## config.mk

```make
export PLATFORM = sky130hd
export DESIGN_NAME = hmn_job_queue
export DESIGN_NICKNAME = d
export VERILOG_FILES = /design/src/design/hmn_pkg.sv /design/src/design/hmn_job_queue.sv
export SDC_FILE = /design/constraint.sdc
export NUM_CORES = 1
export LEC_CHECK = 0
export CORE_ASPECT_RATIO = 0.7
export CORE_MARGIN = 10
export CORE_UTILIZATION = 30
export CTS_CLUSTER_SIZE = 25
export DETAILED_ROUTE_END_ITERATION = 6
export DONT_BUFFER_PORTS = 1
export SLEW_MARGIN = 20
export SYNTH_ARGS = -nofsm -noshare
export SYNTH_HDL_FRONTEND = slang
export SYNTH_SLANG_ARGS = --single-unit
```

## constraint.sdc

```tcl
create_clock -name clock -period 6.6 [get_ports clock]
set_input_delay 0.99 -clock clock [delete_from_list [all_inputs] [get_ports clock]]
set_output_delay 0.99 -clock clock [all_outputs]
set_load 0.01 [all_outputs]
```

## src/design/hmn_pkg.sv

```systemverilog
`timescale 1ns / 1ps
// ----------------------------------------------------------------------------
// hmn_pkg
// Shared types and constants of the height to normal map stream.
// ----------------------------------------------------------------------------
package hmn_pkg;

   localparam int MAX_WIDTH_DEF  = 1024;
   localparam int MAX_HEIGHT_DEF = 1024;

   localparam int PIX_W    = 8;
   localparam int DIM_W    = 11;
   localparam int SCALE_W  = 16;
   localparam int COORD_W  = 10;
   localparam int NORM_W   = 16;
   localparam int CSR_IDX_W = 3;
   localparam int CSR_DAT_W = 16;

   localparam logic [DIM_W-1:0]   MIN_DIM       = 11'd4;
   localparam logic [DIM_W-1:0]   DIM_RESET     = 11'd1024;
   localparam logic [SCALE_W-1:0] SCALE_RESET   = 16'd256;
   localparam logic [15:0]        Q14_ONE       = 16'd16384;
   localparam logic [24:0]        Z_GAIN        = 25'd510;

   localparam logic [CSR_IDX_W-1:0] REG_IMAGE_WIDTH  = 3'd0;
   localparam logic [CSR_IDX_W-1:0] REG_IMAGE_HEIGHT = 3'd1;
   localparam logic [CSR_IDX_W-1:0] REG_SCALE_X      = 3'd2;
   localparam logic [CSR_IDX_W-1:0] REG_SCALE_Y      = 3'd3;
   localparam logic [CSR_IDX_W-1:0] REG_SCALE_Z      = 3'd4;

   typedef struct packed {
      logic [SCALE_W-1:0] sx;
      logic [SCALE_W-1:0] sy;
      logic [SCALE_W-1:0] sz;
   } scale_type;

endpackage

```

## src/design/hmn_job_queue.sv

```systemverilog
`timescale 1ns / 1ps
// ----------------------------------------------------------------------------
// hmn_job_queue
// Two-entry queue that carries classified pixel jobs from front to back.
// ----------------------------------------------------------------------------
module hmn_job_queue import hmn_pkg::*; #(
   parameter int DATA_W = 64
) (
   input  logic              clock,
   input  logic              reset,
   input  logic              push,
   input  logic [DATA_W-1:0] push_data,
   output logic              push_ready,
   input  logic              pop,
   output logic [DATA_W-1:0] pop_data,
   output logic              pop_valid
);

   logic [DATA_W-1:0] slot_ff [2];
   logic              wp_ff;
   logic              rp_ff;
   logic [1:0]        cnt_ff;

   assign push_ready = (cnt_ff != 2'd2);
   assign pop_valid  = (cnt_ff != 2'd0);
   assign pop_data   = slot_ff[rp_ff];

   always_ff @(posedge clock) begin
      if (push) begin
         slot_ff[wp_ff] <= push_data;
      end
   end

   always_ff @(posedge clock) begin
      if (reset) begin
         wp_ff  <= 1'b0;
         rp_ff  <= 1'b0;
         cnt_ff <= 2'd0;
      end else begin
         if (push) begin
            wp_ff <= ~wp_ff;
         end
         if (pop) begin
            rp_ff <= ~rp_ff;
         end
         if (push && !pop) begin
            cnt_ff <= cnt_ff + 2'd1;
         end else if (pop && !push) begin
            cnt_ff <= cnt_ff - 2'd1;
         end
      end
   end

   a_no_overflow: assert property (@(posedge clock) disable iff (reset)
      cnt_ff == 2'd2 |-> !push) else $error("job pushed into a full queue");

   a_no_underflow: assert property (@(posedge clock) disable iff (reset)
      cnt_ff == 2'd0 |-> !pop) else $error("job popped from an empty queue");

   a_fill_grows: assert property (@(posedge clock) disable iff (reset)
      push && !pop |=> cnt_ff == $past(cnt_ff) + 2'd1)
      else $error("queue fill level did not follow a push");

endmodule

```

# After elaboration in Yosys (flattened, before gate mapping)
# Memory sizes are Yosys's and may differ from the RTL's. A register that Yosys moved wholly into a read port is not among the register bits.
# Index checks and enable logic that the tools add are counted.
# word_totals
ramBits	128
n_memories	1
wordCells	21
reg_bits	4
in_bits	68
out_inout_bits	66
# classes
mux	6
n_reduce_logical	6
eq_ne	1
bitwise	2
n_addsub	2
# mem_list
memory	words	word_bits	read_ports	rd_clocked_by_memory_dff	wr	line	text
slot_ff	2	64	1	1	1	hmn_job_queue.sv:19	logic [DATA_W-1:0] slot_ff [2];
# ops
cell	n
1-bit 2-to-1 mux	4
2-bit 2-to-1 mux	2
2-bit nonzero test	2
2-bit by 1-bit adder with 2-bit output (second input constant)	1
1-bit logical AND	2
1-bit logical NOT	2
2-bit inequality test (second input constant)	1
1-bit NOT	2
2-bit by 1-bit subtractor with 2-bit output (second input constant)	1

# Depth between registers and ports, before layout
# Gate-level depths: netlist (run 1).
# depth
word_depth	4
mapped_depth	5
mapped_depth_nobuf	5

# Least setup slack after synthesis (run 1)
# OpenSTA, ideal clock, no wires.
# synth_timing
path_kind	input to register
startpoint	input port push
endpoint	memory slot_ff[0][0], enable pin
cell_stages	1
arrival_time_ps	3804
setup_ps	494
n_path_buf	0
setup_slack_ps	2302
required_time_ps	6106
cell_sequence	nor2b_1
# synth_between
elab_chain_cells	2
# synth_rtl
element	line	text
start, declared	hmn_job_queue.sv:11	input logic push,
1-bit 2-to-1 mux	hmn_job_queue.sv:29	if (push) begin
1-bit 2-to-1 mux (implied by the code)	hmn_job_queue.sv:30	slot_ff[wp_ff] <= push_data;
end, declared	hmn_job_queue.sv:19	
# No other way between the ends.

==> metrics.txt, run 1 <==
status complete, no violations; final slew viol count 0; IO Pins between 100 and 150; Synthesis Warnings 0; most frequent cell after synthesis edfxtp_1; critical path's top delay family buffers and inverters; initial cell density of the core just over 30%; Tmin final 3.09 ns; Hold Vio Cnt, Final 0; hold_buf cts 0; Combinational Power Share 6.1%; DRC viols 0; Seq pwr share 48.0%; Compound-Gate Fraction of Synth Area less than 1%; Reg clk slew, reported paths 0.06 ns; critical path peak fanout just under 50; grt peak-use layer met2; CP Data Arrival Time between 2 and 2.5 ns; Top FF cell, synth edfxtp_1; Post-CTS Setup Inserts 0; PortBufs 0; routed len/inst 20.8 um; met3 Usage GRT under 10%; unrepaired setup endpoints after global routing false; max cap viols 0; number of flops mapped to enable cells by yosys between 100 and 150; first-pass GRT wire length 13,600 um; internal power 1.63 mW; reg-to-reg setup timing slack 4.95 ns; worst r2r src wp_ff; post-synth top area cell edfxtp_1; clock network power share 46.0%; routed via count 2,003; Worst Path Buf+Inv 1; antenna violations before repair 1; Fillers 1,459; Register Area 0.00395 mm^2; Post-Synth Adder-Cell Area less than 1%; Nets 305; Worst Hold Class reg -> reg; H-tree depth 4; crit-path cells buf_4 > mux2_1; Post-Route WL 9360 um; worst r2r path cells 2; DIE AREA ~0.022 mm^2; Critical R2R Capture slot_ff[1][43]; largest cells by area after synthesis edfxtp_1 (79%), mux2_1 (15%), dfxtp_1 (2.1%); Synth async-reset ratio 0%; Hold Path Stages 2; TritonCTS Buffers 17; Fin Clk Skew 0.00576 ns; met1 usage between 8 and 9%; post-synthesis xor/xnor area fraction 0.723%; CP Launch Type flop; crit path max-delay cell type buf_4; area of the multi-input gates 833 um^2; # rows 38; Antenna Cells 0; Syn Nets between 200 and 300; CTS tree yes; Die W approximately 170 um; clock latency on the worst-skew pair 0.41 ns; largest net degree at the start of global routing 65; clock root cell clkbuf_16; final hold slack around 0.51 ns; met2 GRT Util between 10% and 20%; sw frac 21.8%; chip height between 100 and 150 um; vias in the first global route around 2,200; multiplexer share of the synthesized area 14.9%; final setup vio count 0; Total GRT Usage roughly 8.7%; DRT iter0 DRCs 130; Hold Path End rp_ff; Rel. slew slack between 40% and 50%; Simple-Gate Fraction of Synth Area 0.955%; Synth Register Bits roughly 130; Crit Path Class reg -> out; worst hold start rp_ff; DR vias/cell 4.46; Crit path largest cell delay 0.63 ns; Peak VDD IR 0.177 mV; post-synthesis sequential area ratio 81.4%; Avg Cell Area, Syn 21.9 um^2; drt pass-1 iters 4; main combinational cell family by area after synthesis multiplexers; Cell Pwr Density 368 mW/mm^2; P_sw 0.455 mW; gr ovfl total 0; gp weighted congestion 0.646; Syn-to-layout area delta 17.0%; Netlist cell types 17; Syn Std Cell Area 0.00485 mm^2; worst slew pin tran 0.884 ns; Core ar. 0.0157 mm^2; CTS Buffer Depth 2; post-DP HPWL 6150 um; Critical Path Sink Type primary output; Antenna Nets Post-Route 0; PostCTS Resize Cnt 0; layout cells sized above 1 15.3%; Max Freq 0.323 GHz; Final Cycle Share 46.9%; area share of the largest cell type after synthesis 79.3%; Post-Synthesis Cells 221; total negative slack 0 ns; most frequent cells after synthesis edfxtp_1 (128), mux2_1 (64), buf_6 (6), dfxtp_1 (5), nor2_1 (4); clock sink total around 130; WP data required 5.61 ns; Pleak 1.87 nW
stage by stage:
step,utilization (%),area [um^2],std cells,power (mW),setup slack [ns]
global route,36.1,5670,449,2.17,3.34
global placement,32.2,5050,417,1.15,3.91
floorplan,-,4850,221,1.12,2.30
detailed placement,32.2,5050,417,1.15,3.91
CTS,36.1,5670,449,2.12,3.45
finish,36.1,5670,449,2.09,3.51
power by group through the flow:
stage	registers (mW)	logic (mW)	clock network (mW)
detailed placement	1.02	0.131	0
CTS	1.00	0.132	0.990
global route	1.01	0.139	1.03
global placement	1.02	0.129	0
floorplan	1.01	0.110	0
finish	1.00	0.126	0.960
worst max-delay path by stage:
stage	depth (start not counted)	endpoint	start	slack, ns
6_report	2	pop_data[12]	flop	3.51
5_1_grt	2	pop_data[12]	flop	3.34
4_1_cts	2	pop_data[12]	flop	3.45
3_5_place_dp	2	pop_data[12]	flop	3.91
3_3_place_gp	2	pop_data[12]	flop	3.91
2_1_floorplan	1	slot_ff[0][0]	push	2.30
worst register-to-register path, cell delays in order (launching register included):
cell and delay (ns):
dfxtp_1 0.40, and2_2 0.16, buf_4 0.67
registers in the layout (all words and copies together) (netlist names), named ones only:
| name | count |
|---|---|
| cnt_ff | 2 |
| rp_ff | 1 |
| slot_ff | 128 |
| wp_ff | 1 |
area by class of cell:
cell class	count	share of cell area [%]
clock buffers	18	7.74
clock inverters	14	3.11
inverters	1	0.0662
multi-input cells	80	14.7
flip-flops and latches	133	69.6
well taps	200	4.41
repair buffers	3	0.397
logic make-up (layout without fill, tap and decap cells):
| logic type | count (synthesis) | in the layout |
|---|---|---|
| buffers and inverters | 8 | 36 |
| and+or+nand+nor | 9 | 9 |
| adders and majority gates | 1 | 1 |
| DFF | 133 | 133 |
| xor gates and xnor gates | 4 | 4 |
| muxes | 64 | 64 |
| AOI/OAI and AO/OA | 2 | 2 |
cell usage in the layout, fill, tap and decap left out, types with 2 or more instances in the layout:
| cell type | n |
|---|---|
| edfxtp_1 | 128 |
| mux2_1 | 64 |
| clkbuf_16 | 17 |
| clkinv_4 | 5 |
| nor2_1 | 4 |
| dfxtp_1 | 4 |
| bufinv_16 | 3 |
| buf_4 | 3 |
| xnor2_1 | 2 |
| xor2_1 | 2 |
| clkinv_2 | 2 |
| inv_6 | 2 |
| clkinvlp_4 | 2 |
per-layer routing:
layer	vias to the layer above	part of all wire, %
met2	87	46
met1	1006	36
li1	899	-
met5	-	0
met3	11	17
met4	0	1.2
Note: power is estimated with default switching activity, not from simulation.
==> inputs of run 2 (changes only) <==
==> constraint.sdc (replaced) <==
create_clock -name clock -period 3.05 [get_ports clock]
set_input_delay 0.4575 -clock clock [delete_from_list [all_inputs] [get_ports clock]]
set_output_delay 0.4575 -clock clock [all_outputs]
set_load 0.01 [all_outputs]
==> run 2 against run 1 <==
Compared with the run above: wire length rose by 0.19%; power is 110% higher; register-to-register slack worse by 3.7 ns; largest power group unchanged; critical path depth stayed put; global-route usage decreased by 0.12 points; first-iteration DRC count grew 17%; via count decreased by 1.2%.
==> metrics.txt, run 2 (synthesis results as in run 1) <==
status complete, no violations; Final Cell Area 0.00567 mm^2; Critical Path Sink Type primary output; Antenna Nets Post-Route 0; CP Launch Type flop; grt peak-use layer met2; final setup vio count 0; Worst Hold Class in -> reg; Tmin final ~2.3 ns; PortBufs 0; largest net degree at the start of global routing 35; TritonCTS Buffers 17; Rel. slew slack 45.1%; met1 usage between 8 and 9%; routed len/inst 20.8 um; most frequent cells in the layout edfxtp_1 (128), mux2_1 (64), clkbuf_16 (17); WP data required 2.59 ns; Cell Pwr Density 772 mW/mm^2; routed via count 1,978; commonest non-fill, non-tap cell in the layout edfxtp_1; internal power 3.42 mW; final slew viol count 0; CTS Buffer Depth 2; Syn-to-layout area delta 17.0%; critical path's top delay family flip-flops; Nets 307; Peak VDD IR 0.376 mV; met3 Usage GRT 5.86%; gp weighted congestion ~0.7; clock sink total 133; clock root cell clkbuf_16; Setup WS pre-CTS 1.08 ns; Worst Path Buf+Inv 1; crit-path cells buf_4 > mux2_1; Pleak 1.86 nW; CP Data Arrival Time 1.89 ns; PostCTS Resize Cnt 0; initial cell density of the core 30.9%; clock network power share between 40% and 50%; Fin Clk Skew approximately 0.006 ns; Post-Route WL 9380 um; DR vias/cell 4.40; Seq pwr share 49.5%; Placed Instance Area 0.00511 mm^2; # rows 38; Combinational Power Share 6.4%; chip height 126 um; Max Freq 0.426 GHz; critical path peak fanout 24; total negative slack 0 ns; CTS tree yes; max reg flops 128; Post-CTS Setup Inserts 0; reg-to-reg setup timing slack 1.30 ns; Final Cycle Share 77.0%; DRC viols 0; post-DP HPWL 6360 um; sw frac 21.9%; DIE AREA 0.0217 mm^2; Crit Path Class reg -> out; DRT iter0 DRCs 152; layout cells sized above 1 around 15%; hold_buf cts 0; worst setup margin 0.701 ns; Die W 172 um; Crit path largest cell delay 0.74 ns; met2 GRT Util 12.8%; worst slew pin tran 0.824 ns; Antenna Cells 0; gr ovfl total 0; clock latency on the worst-skew pair approximately 0.40 ns; antenna violations before repair 0; Reg clk slew, reported paths 0.06 ns; first-pass GRT wire length 13,400 um; Total GRT Usage 8.54%; crit path max-delay cell type dfxtp_2; Core ar. 0.0157 mm^2; unrepaired setup endpoints after global routing false; Hold Vio Cnt, Final 0; IO Pins 134; P_sw 0.958 mW; vias in the first global route 2,209; max cap viols 0; drt pass-1 iters 4; Top Registers slot_ff x128, cnt_ff x2; Most flops, register slot_ff; H-tree depth 4
==> run 2: changes by cell type in the layout (fill, tap and decap cells not counted), sizes merged <==
cell / before / now
clkinvlp: 2 / 4
inv: 3 / 1
buf: 3 / 5
bufinv: 3 / 2
==> run 2: layout make-up <==
| cell class | instances | area (um^2) |
|---|---|---|
| repair buffers | 5 | 75.1 |
| multi-input cells | 80 | 833 |
| well taps | 200 | 250 |
| flip-flops and latches | 133 | 3950 |
| clock inverters | 13 | 136 |
| fillers | 1433 | 10000 |
| clock buffers | 18 | 429 |
| inverters | 1 | 3.75 |
==> run 2: power by group through the flow <==
stage / sequential (mW) / combinational (mW) / clock [mW]
after floorplan: 2.19 / 0.238 / 0
final: 2.17 / 0.282 / 1.93
after detailed placement: 2.21 / 0.292 / 0
after global routing: 2.18 / 0.309 / 2.07
after global placement: 2.20 / 0.289 / 0
after CTS: 2.17 / 0.295 / 1.99
==> run 2: metrics by stage <==
stage	power [mW]	util [%]	hold slack, ns	std cells
4_1_cts	4.46	36.2	0.0949	450
3_3_place_gp	2.49	32.6	0.473	419
6_report	4.38	36.2	0.119	450
5_1_grt	4.56	36.2	0.0925	450
3_5_place_dp	2.50	32.6	0.501	419
2_1_floorplan	2.43	-	0.461	221
==> run 2: path summary, 6_finish.rpt <==
path	start	end	cells past startpoint
worst min-delay path	reset	flop	1
worst max-delay path	flop	pop_data[55]	2
worst max register to register	wp_ff	slot_ff[1][53]	2
worst min register to register	cnt_ff[1]	cnt_ff[1]	2
==> run 2: metal layers <==
metal | vias up | routed length, um
li1 | 898 | -
met2 | 82 | 4460
met4 | 0 | 148
met1 | 987 | 3450
met3 | 11 | 1320
met5 | - | 0
